[config.mk]
export PLATFORM = sky130hd
export DESIGN_NAME = dependence_aware_cluster_steering
export DESIGN_NICKNAME = d
export VERILOG_FILES = /design/src/hw/rtl/dacs_pkg.sv /design/src/hw/rtl/dependence_aware_cluster_steering.sv /design/src/hw/rtl/dacs_ram.sv
export VERILOG_INCLUDE_DIRS = /design/src /design/src/hw/rtl
export SDC_FILE = /design/constraint.sdc
export NUM_CORES = 2
export LEC_CHECK = 0
export BUFFER_PORTS_ARGS = -buffer_cell sky130_fd_sc_hd__buf_2
export CORE_UTILIZATION = 45
export DETAILED_ROUTE_END_ITERATION = 6
export GPL_ROUTABILITY_DRIVEN = 1
export PLACE_DENSITY = 0.57
export SLEW_MARGIN = 5
export SYNTH_ARGS = -nofsm -noshare
export SYNTH_HDL_FRONTEND = slang
export SYNTH_SLANG_ARGS = --single-unit
[constraint.sdc]
create_clock -name clk -period 16.38 [get_ports clk]
set_clock_uncertainty 0.2 [all_clocks]
set_input_delay 1.638 -clock clk [delete_from_list [all_inputs] [get_ports clk]]
set_output_delay 1.638 -clock clk [all_outputs]
set_load 0.02 [all_outputs]
[src/hw/rtl/dependence_aware_cluster_steering_assert.svh]
// assertion macros shared by the steering rtl
// no dependencies; included by modules that carry concurrent checks
`ifndef DEPENDENCE_AWARE_CLUSTER_STEERING_ASSERT_SVH
`define DEPENDENCE_AWARE_CLUSTER_STEERING_ASSERT_SVH

// same-cycle implication, disabled during reset
`define DACS_ASSERT_NOW(lbl, clk_s, rst_s, ante, cons, msg) \
  lbl: assert property (@(posedge clk_s) disable iff (rst_s) (ante) |-> (cons)) \
    else $error(msg);

// next-cycle implication, disabled during reset
`define DACS_ASSERT_NEXT(lbl, clk_s, rst_s, ante, cons, msg) \
  lbl: assert property (@(posedge clk_s) disable iff (rst_s) (ante) |=> (cons)) \
    else $error(msg);

`endif

[src/hw/rtl/dacs_pkg.sv]
// types and constants for the dependence-aware cluster steering block
// no dependencies; imported by the top-level steering module
`timescale 1ns / 1ps

package dacs_pkg;

  // default sizing
  localparam int NUM_TYPES_DEF    = 16;
  localparam int MAX_SLOTS_DEF    = 4;
  localparam int NUM_CLUSTERS_DEF = 4;
  localparam int NUM_REGS_DEF     = 128;
  localparam int READY_BITS_DEF   = 8;

  // fixed field widths
  localparam int TYPE_W        = 4;
  localparam int REG_W         = 7;
  localparam int SPACE_W       = 4;
  localparam int READY_W       = 32;
  localparam int CID_W         = 2;
  localparam int RCNT_W        = 2;
  localparam int CFG_W         = 64;
  localparam int CFG_IDX_W     = 2;
  localparam int COUNT_FIELD_W = 4;
  localparam int CFG_WORD_TYPES = 8;

  localparam logic [CFG_W-1:0] SLOT_COUNTS_RESET = 64'h1111_1111_1111_1111;

  // configuration register indexes
  localparam logic [CFG_IDX_W-1:0] CFG_SLOT_COUNTS  = 2'd0;
  localparam logic [CFG_IDX_W-1:0] CFG_CLUSTER_LOW  = 2'd1;
  localparam logic [CFG_IDX_W-1:0] CFG_CLUSTER_HIGH = 2'd2;

  typedef struct packed {
    logic [TYPE_W-1:0]  op_type;
    logic [REG_W-1:0]   src_one;
    logic [REG_W-1:0]   src_two;
    logic [REG_W-1:0]   dst_one;
    logic [REG_W-1:0]   dst_two;
    logic [SPACE_W-1:0] cluster_space;
    logic [READY_W-1:0] cluster_ready;
  } in_item_t;

  typedef struct packed {
    logic [1:0]        chosen_slot;
    logic [CID_W-1:0]  chosen_cluster;
    logic [RCNT_W-1:0] remote_operands;
  } out_item_t;

endpackage

[src/hw/rtl/dependence_aware_cluster_steering.sv]
// top level of the dependence-aware cluster steering block
// depends on dacs_pkg, dacs_ram and dependence_aware_cluster_steering_assert.svh
`timescale 1ns / 1ps
//
//  channel  | signals                              | direction
//  ---------+--------------------------------------+----------
//  cfg      | cfg_wr_en, cfg_index, cfg_data       | in, write only
//  in       | in_valid, in_ready, in_data          | in
//  out      | out_valid, out_ready, out_data       | out
//
//  one beat per cycle sustained while the output is not stalled; a result goes
//  from the pick stage regs (read of the producer rams) to the output reg (pick + write)
//  the producer table is two rams (one per destination) with a per-register
//  valid bit and bank bit in flops, so reset clears it at once, no sweep
//  a same-register read right behind a write is served by a forward path
//  a stalled output holds the pick stage; input stalls only when both are full
//

`include "dependence_aware_cluster_steering_assert.svh"

module dependence_aware_cluster_steering
  import dacs_pkg::*;
#(
  parameter int NUM_TYPES    = NUM_TYPES_DEF,
  parameter int MAX_SLOTS    = MAX_SLOTS_DEF,
  parameter int NUM_CLUSTERS = NUM_CLUSTERS_DEF,
  parameter int NUM_REGS     = NUM_REGS_DEF,
  parameter int READY_BITS   = READY_BITS_DEF
) (
  input  logic                 clk,
  input  logic                 rst,
  input  logic                 cfg_wr_en,
  input  logic [CFG_IDX_W-1:0] cfg_index,
  input  logic [CFG_W-1:0]     cfg_data,
  input  logic                 in_valid,
  output logic                 in_ready,
  input  in_item_t             in_data,
  output logic                 out_valid,
  input  logic                 out_ready,
  output out_item_t            out_data
);

  localparam int TIDX_W = (NUM_TYPES > 1) ? $clog2(NUM_TYPES) : 1;
  localparam int SLOT_W = (MAX_SLOTS > 1) ? $clog2(MAX_SLOTS) : 1;
  localparam int CNT_W  = $clog2(MAX_SLOTS + 1);
  localparam int ADDR_W = $clog2(NUM_REGS);
  localparam int POS_W  = 9;

  // ---------------------------------------------------------------- config
  logic [CFG_W-1:0] slot_counts;
  logic [CFG_W-1:0] slot_cluster_low;
  logic [CFG_W-1:0] slot_cluster_high;

  always_ff @(posedge clk) begin
    if (rst) begin
      slot_counts       <= SLOT_COUNTS_RESET;
      slot_cluster_low  <= '0;
      slot_cluster_high <= '0;
    end else if (cfg_wr_en) begin
      unique case (cfg_index)
        CFG_SLOT_COUNTS:  slot_counts       <= cfg_data;
        CFG_CLUSTER_LOW:  slot_cluster_low  <= cfg_data;
        CFG_CLUSTER_HIGH: slot_cluster_high <= cfg_data;
        default: ;
      endcase
    end
  end

  // ---------------------------------------------------------------- helpers
  // op type modulo NUM_TYPES, as a small table over the 4-bit code
  function automatic logic [TYPE_W-1:0] type_wrap(input logic [TYPE_W-1:0] op);
    logic [TYPE_W-1:0] r;
    r = '0;
    for (int k = 0; k < 2**TYPE_W; k++) begin
      if (op == TYPE_W'(k)) r = TYPE_W'(k % NUM_TYPES);
    end
    return r;
  endfunction

  // cluster id modulo NUM_CLUSTERS, as a small table over the 2-bit id
  function automatic logic [CID_W-1:0] cid_wrap(input logic [CID_W-1:0] id);
    logic [CID_W-1:0] r;
    r = '0;
    for (int k = 0; k < 2**CID_W; k++) begin
      if (id == CID_W'(k)) r = CID_W'(k % NUM_CLUSTERS);
    end
    return r;
  endfunction

  // slots of a type: zero reads as one, clamped to the pool size
  function automatic logic [CNT_W-1:0] count_of(input logic [TYPE_W-1:0] t,
                                                input logic [CFG_W-1:0] counts);
    logic [COUNT_FIELD_W-1:0] f;
    logic [CNT_W-1:0]         n;
    f = counts[t*COUNT_FIELD_W +: COUNT_FIELD_W];
    if (f == '0) n = CNT_W'(1);
    else if (f > MAX_SLOTS) n = CNT_W'(MAX_SLOTS);
    else n = CNT_W'(f);
    return n;
  endfunction

  // cluster owning slot s of type t; fields past bit 63 read as cluster 0
  function automatic logic [CID_W-1:0] cluster_of(input logic [TYPE_W-1:0] t,
                                                  input int s,
                                                  input logic [CFG_W-1:0] lo,
                                                  input logic [CFG_W-1:0] hi);
    logic [CFG_W-1:0] word;
    logic [POS_W-1:0] pos;
    logic [CID_W-1:0] id;
    word = t[3] ? hi : lo;
    pos  = POS_W'(CID_W * (int'(t[2:0]) * MAX_SLOTS + s));
    id   = '0;
    if (pos < CFG_W) id = word[pos[5:0] +: CID_W];
    return cid_wrap(id);
  endfunction

  // ---------------------------------------------------------------- accept
  logic in_fire;
  logic s1_valid;
  logic s1_fire;

  assign in_ready = !s1_valid || s1_fire;
  assign in_fire  = in_valid && in_ready;

  logic [TYPE_W-1:0] t0;
  logic [TIDX_W-1:0] ridx0;
  logic [CNT_W-1:0]  n0;
  logic [CNT_W-1:0]  rr_cur;
  logic [CNT_W-1:0]  rr_next;
  logic [SLOT_W-1:0] start0;
  logic              src_ok0 [2];
  logic              dst_ok0 [2];
  logic [ADDR_W-1:0] src_addr0 [2];
  logic [ADDR_W-1:0] dst_addr0 [2];

  logic [CNT_W-1:0]  rr_pointer [NUM_TYPES];

  // round-robin start: a stale pointer at or past the count restarts at slot 0
  always_comb begin
    t0     = type_wrap(in_data.op_type);
    ridx0  = TIDX_W'(t0);
    n0     = count_of(t0, slot_counts);
    rr_cur = rr_pointer[ridx0];
    if (rr_cur >= n0) begin
      start0  = '0;
      rr_next = CNT_W'(1);
    end else begin
      start0  = SLOT_W'(rr_cur);
      rr_next = rr_cur + CNT_W'(1);
    end
    src_ok0[0]   = (in_data.src_one != '0) && (in_data.src_one < NUM_REGS);
    src_ok0[1]   = (in_data.src_two != '0) && (in_data.src_two < NUM_REGS);
    dst_ok0[0]   = (in_data.dst_one != '0) && (in_data.dst_one < NUM_REGS);
    dst_ok0[1]   = (in_data.dst_two != '0) && (in_data.dst_two < NUM_REGS);
    src_addr0[0] = ADDR_W'(in_data.src_one);
    src_addr0[1] = ADDR_W'(in_data.src_two);
    dst_addr0[0] = ADDR_W'(in_data.dst_one);
    dst_addr0[1] = ADDR_W'(in_data.dst_two);
  end

  always_ff @(posedge clk) begin
    if (rst) begin
      for (int k = 0; k < NUM_TYPES; k++) rr_pointer[k] <= '0;
    end else if (in_fire) begin
      rr_pointer[ridx0] <= rr_next;
    end
  end

  // ---------------------------------------------------------------- pick stage regs
  logic [TYPE_W-1:0]  s1_t;
  logic [CNT_W-1:0]   s1_n;
  logic [SLOT_W-1:0]  s1_start;
  logic               s1_src_ok [2];
  logic [ADDR_W-1:0]  s1_src_addr [2];
  logic               s1_dst_ok [2];
  logic [ADDR_W-1:0]  s1_dst_addr [2];
  logic [SPACE_W-1:0] s1_space;
  logic [READY_W-1:0] s1_ready;
  logic               s1_fwd_hit [2];
  logic [CID_W-1:0]   s1_fwd_cid [2];

  logic [SLOT_W-1:0]  pick_slot;
  logic [CID_W-1:0]   pick_cid;
  logic [RCNT_W-1:0]  pick_rem;

  // forward: a source that the item now leaving writes was read stale
  logic               fwd_hit0 [2];

  always_comb begin
    for (int k = 0; k < 2; k++) begin
      fwd_hit0[k] = s1_fire && src_ok0[k] &&
                    ((s1_dst_ok[0] && (s1_dst_addr[0] == src_addr0[k])) ||
                     (s1_dst_ok[1] && (s1_dst_addr[1] == src_addr0[k])));
    end
  end

  always_ff @(posedge clk) begin
    if (rst) begin
      s1_valid <= 1'b0;
    end else if (in_ready) begin
      s1_valid <= in_valid;
    end
  end

  always_ff @(posedge clk) begin
    if (in_fire) begin
      s1_t     <= t0;
      s1_n     <= n0;
      s1_start <= start0;
      s1_space <= in_data.cluster_space;
      s1_ready <= in_data.cluster_ready;
      for (int k = 0; k < 2; k++) begin
        s1_src_ok[k]   <= src_ok0[k];
        s1_src_addr[k] <= src_addr0[k];
        s1_dst_ok[k]   <= dst_ok0[k];
        s1_dst_addr[k] <= dst_addr0[k];
        s1_fwd_hit[k]  <= fwd_hit0[k];
        s1_fwd_cid[k]  <= pick_cid;
      end
    end
  end

  // ---------------------------------------------------------------- producer table
  // bank 0 takes the first destination, bank 1 the second; a flop per
  // register says which bank holds its latest producer
  logic [CID_W-1:0] b0_rd [2];
  logic [CID_W-1:0] b1_rd [2];
  logic             prod_valid [NUM_REGS];
  logic             prod_bank  [NUM_REGS];
  logic             s1_prod_valid [2];
  logic             s1_prod_bank  [2];

  dacs_ram #(
    .WIDTH (CID_W),
    .DEPTH (NUM_REGS)
  ) u_bank0 (
    .clk     (clk),
    .we      (s1_fire && s1_dst_ok[0]),
    .waddr   (s1_dst_addr[0]),
    .wdata   (pick_cid),
    .re      (in_fire),
    .raddr_a (src_addr0[0]),
    .raddr_b (src_addr0[1]),
    .rdata_a (b0_rd[0]),
    .rdata_b (b0_rd[1])
  );

  dacs_ram #(
    .WIDTH (CID_W),
    .DEPTH (NUM_REGS)
  ) u_bank1 (
    .clk     (clk),
    .we      (s1_fire && s1_dst_ok[1]),
    .waddr   (s1_dst_addr[1]),
    .wdata   (pick_cid),
    .re      (in_fire),
    .raddr_a (src_addr0[0]),
    .raddr_b (src_addr0[1]),
    .rdata_a (b1_rd[0]),
    .rdata_b (b1_rd[1])
  );

  always_ff @(posedge clk) begin
    if (rst) begin
      for (int k = 0; k < NUM_REGS; k++) prod_valid[k] <= 1'b0;
    end else if (s1_fire) begin
      if (s1_dst_ok[0]) prod_valid[s1_dst_addr[0]] <= 1'b1;
      if (s1_dst_ok[1]) prod_valid[s1_dst_addr[1]] <= 1'b1;
    end
  end

  // second destination written last so it wins when both name one register
  always_ff @(posedge clk) begin
    if (s1_fire) begin
      if (s1_dst_ok[0]) prod_bank[s1_dst_addr[0]] <= 1'b0;
      if (s1_dst_ok[1]) prod_bank[s1_dst_addr[1]] <= 1'b1;
    end
  end

  // valid and bank bits read at the same edge as the rams
  always_ff @(posedge clk) begin
    if (in_fire) begin
      for (int k = 0; k < 2; k++) begin
        s1_prod_valid[k] <= prod_valid[src_addr0[k]];
        s1_prod_bank[k]  <= prod_bank[src_addr0[k]];
      end
    end
  end

  // ---------------------------------------------------------------- pick
  logic                  pv [2];
  logic [CID_W-1:0]      pc [2];
  logic [CID_W-1:0]      slot_cid [MAX_SLOTS];
  logic [RCNT_W-1:0]     slot_rem [MAX_SLOTS];
  logic [READY_BITS-1:0] slot_rdy [MAX_SLOTS];
  logic                  slot_ok  [MAX_SLOTS];
  logic [READY_BITS-1:0] best_rdy;
  logic [SLOT_W:0]       scan_idx;
  logic [SLOT_W-1:0]     scan_slot;
  logic [5:0]            rdy_pos;

  always_comb begin
    // producer of each source: forward, else valid bit plus bank select
    for (int k = 0; k < 2; k++) begin
      pv[k] = s1_src_ok[k] && (s1_fwd_hit[k] || s1_prod_valid[k]);
      if (s1_fwd_hit[k]) pc[k] = s1_fwd_cid[k];
      else if (s1_prod_bank[k]) pc[k] = b1_rd[k];
      else pc[k] = b0_rd[k];
    end

    // per-slot cluster, remote count, ready count and eligibility
    for (int s = 0; s < MAX_SLOTS; s++) begin
      slot_cid[s] = cluster_of(s1_t, s, slot_cluster_low, slot_cluster_high);
      slot_rem[s] = RCNT_W'(pv[0] && (pc[0] != slot_cid[s])) +
                    RCNT_W'(pv[1] && (pc[1] != slot_cid[s]));
      rdy_pos     = 6'(int'(slot_cid[s]) * READY_BITS);
      slot_rdy[s] = (rdy_pos < READY_W) ? READY_BITS'(s1_ready >> rdy_pos) : '0;
      slot_ok[s]  = (s < s1_n) && s1_space[slot_cid[s]];
    end

    // the start slot is the fallback; scan in round-robin order and take
    // a strictly better (remote, ready) pair
    pick_slot = s1_start;
    pick_cid  = slot_cid[s1_start];
    pick_rem  = slot_rem[s1_start];
    best_rdy  = slot_rdy[s1_start];
    scan_idx  = '0;
    scan_slot = '0;
    for (int i = 0; i < MAX_SLOTS; i++) begin
      scan_idx = (SLOT_W + 1)'(s1_start) + (SLOT_W + 1)'(i);
      if (scan_idx >= s1_n) scan_idx = scan_idx - (SLOT_W + 1)'(s1_n);
      scan_slot = scan_idx[SLOT_W-1:0];
      if ((i < s1_n) && slot_ok[scan_slot] &&
          (((slot_rem[scan_slot] == pick_rem) && (slot_rdy[scan_slot] < best_rdy)) ||
           (slot_rem[scan_slot] < pick_rem))) begin
        pick_slot = scan_slot;
        pick_cid  = slot_cid[scan_slot];
        pick_rem  = slot_rem[scan_slot];
        best_rdy  = slot_rdy[scan_slot];
      end
    end
  end

  // ---------------------------------------------------------------- output register
  out_item_t out_reg;

  assign s1_fire  = s1_valid && (!out_valid || out_ready);
  assign out_data = out_reg;

  always_ff @(posedge clk) begin
    if (rst) begin
      out_valid <= 1'b0;
    end else if (s1_fire) begin
      out_valid <= 1'b1;
    end else if (out_ready) begin
      out_valid <= 1'b0;
    end
  end

  always_ff @(posedge clk) begin
    if (s1_fire) begin
      out_reg.chosen_slot     <= 2'(pick_slot);
      out_reg.chosen_cluster  <= pick_cid;
      out_reg.remote_operands <= pick_rem;
    end
  end

  // ---------------------------------------------------------------- checks
  `DACS_ASSERT_NEXT(a_pick_stage_holds, clk, rst, s1_valid && !s1_fire, s1_valid && $stable(s1_start), "stalled pick stage lost its item")
  `DACS_ASSERT_NOW(a_pick_in_pool, clk, rst, s1_valid, pick_slot < s1_n, "picked slot outside the type pool")
  `DACS_ASSERT_NOW(a_pick_has_space, clk, rst, s1_valid && (pick_slot != s1_start), s1_space[pick_cid], "moved off start slot into a full cluster")
  `DACS_ASSERT_NEXT(a_rr_advanced, clk, rst, in_fire, rr_pointer[$past(ridx0)] != '0, "round-robin pointer not advanced")

endmodule

[src/hw/rtl/dacs_ram.sv]
// generic synchronous ram: one write port, two registered read ports
// standalone, no package dependency
`timescale 1ns / 1ps

module dacs_ram #(
  parameter int WIDTH = 2,
  parameter int DEPTH = 128
) (
  input  logic                                 clk,
  input  logic                                 we,
  input  logic [(DEPTH > 1 ? $clog2(DEPTH) : 1)-1:0] waddr,
  input  logic [WIDTH-1:0]                     wdata,
  input  logic                                 re,
  input  logic [(DEPTH > 1 ? $clog2(DEPTH) : 1)-1:0] raddr_a,
  input  logic [(DEPTH > 1 ? $clog2(DEPTH) : 1)-1:0] raddr_b,
  output logic [WIDTH-1:0]                     rdata_a,
  output logic [WIDTH-1:0]                     rdata_b
);

  logic [WIDTH-1:0] mem [DEPTH];

  always_ff @(posedge clk) begin
    if (we) begin
      mem[waddr] <= wdata;
    end
    if (re) begin
      rdata_a <= mem[raddr_a];
      rdata_b <= mem[raddr_b];
    end
  end

endmodule
==> results.md <==
- The effective utilization at floorplan is 45.7%.
- The most common cell in the netlist is nand2_1.
- After layout, the minimum clock period comes to 14560 ps.
- The worst setup path is captured at a flip-flop.
- For the pin with the worst max-slew slack, the measured transition is 1200 ps.
- The HPWL after detailed placement is 117000 um.
- The area share of the largest cell type after synthesis is 34.6%.
- The average wire per standard cell is 27.2 um.
- The placer congestion estimate is 0.895.
- Counting flops with an async set or reset pin after synthesis yields a share of 0%.
- The clock tree buffer depth is 3.
- The fraction of power consumed by combinational cells is 23.5%.
- The pin count of the biggest net entering global routing is 134.
- The number of global-route vias before repair was 38800.
- The clock latency reported for the late side of the worst-skew pair is 760 ps.
- In the final design database the tool counted 4886 nets.
- The clock network fraction of design power is 33.7%.
- The first global-routing pass estimated 258000 um of wire.
- Once layout is complete, the cells apart from fillers number 6424.
- The final instance area is 0.0621 mm^2.
- TritonCTS built the clock tree.
- Setup violations remaining at the end of the flow were counted as 0.
- The slowest stage cell on the critical path is edfxtp_1.
- Synthesis produced a netlist whose cell count is 4702.
- The clock net in this run drives a total of 1095 sinks.
- The number of cells traversed by the worst hold path is 2.
- Derived from the worst setup path, the maximum achievable clock frequency is 0.0687 GHz.
- The die boundary width is 355 um.
- Setup repair after global routing left no endpoint under its margin.
- The number of iterations in the first detailed-routing pass is 5.
- The proportion of synthesized chip area in sequential cells is 50.7%.
- In this run the static leakage power is 22.8 nW.
- Across every metal layer, demand over resource in global routing totals 27.5%.
- The die footprint is 0.126 mm^2.
- The final count of pins violating max slew came to 0.
- The count of maximum capacitance violations is 0.
- The number of antenna violations at the first check in global routing is 5.
- For the worst setup path, the data required time is 16680 ps.
- The critical path arrival is 14860 ps.
- From synthesis to final layout, the design area changed by 11.0%.
- The ratio of routed vias to standard cells is 6.19.
- Hold is met by 251 ps.
- The number of vias after detailed routing is 39700.
- The total of buffers placed on input and output ports is 146.
- The detailed-route wire length is 175000 um.
- The commonest cells after synthesis are 690 x nand2_1, 645 x edfxtp_1, 520 x nor2_1.
- The depth of the CTS H-tree is 3.
- The number of design rule violations left after detail routing is 0.
- The post-synthesis cell type count is 82.
- In this run the post-CTS setup repair buffer count came out at 0.
- Yosys printed 0 warnings.
- The cell at the root of the clock tree is clkbuf_16.
- The critical path is of the flip-flop to flip-flop type.
- The global-route congestion overflow total is 0.
- The critical path startpoint category is a flip-flop.
- After routing, the total negative slack on setup checks comes to 0 ps.
- For this block, the initial DRC count from the detailed router was 4098.
- Each instance of the synthesized netlist takes up on average 11.9 um^2.
- The kind of cell adding the most delay to the critical path is compound AO/OA/AOI/OAI gates.
- In this run the cell area measured after placement is 0.0581 mm^2.
- For this design, the CTS-stage hold fixing added 0 buffers.
- Summed over all instances, the cell type with the most area after synthesis is edfxtp_1.
- Synthesis produced a netlist with a net count of 4894.
- After layout, the design draws a total of 8.20 mW.
- The final count of hold timing violations was 0.
- The critical path crosses 50 cells after its start point.
- The total net switching power is 2.51 mW.
- The clock edge transition at the registers on the reported setup and hold paths is 60 ps.
- The row count is 128.
- 0 antenna diodes ended up in the layout.
- The layout has 10700 filler cells.
- The internal power of the cells totals 5.69 mW.
- The mapped netlist covers 0.0559 mm^2.
- The largest single stage delay on the critical path is 940 ps.
- The number of enable-type register cells in the synthesized netlist is 645.
- VDD sags by at most 0.150 mV.
- In this run, flip-flops and latches consume 42.8% of the power.
- The synthesis-stage register bit count is 1095.
- The run finished with clean final reports.
- The headroom to the max-slew limit is 19.1%.
- The number of cells in the design after placement is 6198.
- By area the synthesized netlist is led by edfxtp_1 35%, mux4_2 20%, dfxtp_1 16%.
- The class of the tightest hold or removal check is flip-flop to flip-flop.
- The final antenna-violating net count is 0.
- In the synthesized netlist the dominant register cell turns out to be edfxtp_1.
- For the worst flop-to-flop path, the logic depth is 50.
- The region available for standard cell placement spans 0.123 mm^2.
- The number of primary I/O pins is 147.
- The height of the die is 355 um.
- The number of buffers inserted during clock tree synthesis is 119.
- Of all nets on the critical path, the largest fanout is 133.
- Power spread over the standard cell area amounts to 132 mW/mm^2.
- The count of instances resized after the clock tree is built is 0.
- The layout cell share with drive strength beyond 1 is 20.7%.
- After layout, the worst path uses 88.9% of the clock period.
- The count of buffering cells on the critical path with inverters included is 5.
- The switching share of power is 30.6%.
## power by group through the flow
| stage | Combinational, mW | Clock, mW | Sequential, mW |
|---|---|---|---|
| detailed placement | 1.92 | 0 | 3.57 |
| global route | 2.09 | 2.90 | 3.52 |
| CTS | 1.92 | 2.80 | 3.51 |
| finish | 1.92 | 2.77 | 3.51 |
| global placement | 1.89 | 0 | 3.57 |
| floorplan | 1.25 | 0 | 3.60 |
## layout by cell type (no fill, tap or decap), types with 10 or more instances in the layout
cell       netlist  routed
clkinv_1         4      12
xor2_1          17      17
edfxtp_1       645     645
clkbuf_8         0      21
a211oi_1        35      35
mux2_2          49      47
nor3_1          58      56
clkbuf_16        0     127
and3_1          12      12
nor4_1          10      10
mux2i_1        192     192
nand4_1         14      14
nand2b_1        15      14
nor2b_1         21      20
o221ai_1        29      29
nor2_1         520     514
ha_1            53      53
inv_1          155     154
a21o_1         112     112
a21oi_1        377     373
o21ai_0        127     125
buf_4            5      71
buf_2           12     138
mux4_2         487     487
nand2_1        690     688
clkbuf_1       255      29
dfxtp_1        450     450
nand3_1         48      48
o22ai_1         40      40
a31oi_1         29      29
xnor2_1         31      31
clkinv_2         0      22
## tightest hold or removal path: cells and delay by family, from the launching register on
| family | cells | cell delay [ps] |
|---|---|---|
| flip-flops | 1 | 300 |
| AO/OA/AOI/OAI | 1 | 50 |
| AND/OR/NAND/NOR | 1 | 50 |
## per-layer routing
layer  vias up  wire [um]  global-route usage, %
met2      1635      83300                   44.7
met1     20200      71500                   37.3
li1      17600          -                      -
met4        10       6920                   10.1
met3       353      12800                   4.57
met5         -         63                      0
## state kept, by name, summed over array words and instances, names as in the netlist, 3 cells and up
register           cells
s1_dst_addr           14
s1_ready              32
rr_pointer            48
s1_n                   3
out_data               6
prod_bank            128
prod_valid           128
slot_counts           64
slot_cluster_high     64
s1_space               4
s1_t                   4
u_bank0.mem          256
slot_cluster_low      64
u_bank1.mem          256
## cells by family after synthesis
family,after synthesis,synth area share (%)
AO/OA/AOI/OAI,823,8.89
XOR/XNOR,48,0.751
adder cells (fa/ha/maj),53,1.19
buffers and inverters,508,3.57
flip-flops,1095,50.7
multiplexers,739,24.4
AND/OR/NAND/NOR,1436,10.5
## cell type report
type	count	area, um^2	area share (%)
multi-input combinational	3099	25700	41.3
clock inverter	49	467	0.751
tap	1625	2030	3.27
clock buffer	177	3580	5.76
inverter	160	603	0.971
sequential	1095	28400	45.7
timing repair buffer	219	1400	2.25
## through the flow
stage	util, %	setup WS [ps]
finish	50.7	1820
global route	50.7	641
CTS	50.7	1860
detailed placement	47.4	1980
global placement	47.4	2290
floorplan	-	2950
## worst paths after layout
path	start	slack, ps	end
setup reg to reg	s1_t[0]	1820	u_bank1.mem[54][0]
setup / recovery	s1_t[0]	1820	u_bank1.mem[54][0]
hold reg to reg	slot_cluster_low[44]	250	slot_cluster_low[44]
hold / removal	slot_cluster_low[44]	250	slot_cluster_low[44]
Note: power is estimated with default switching activity, not from simulation.
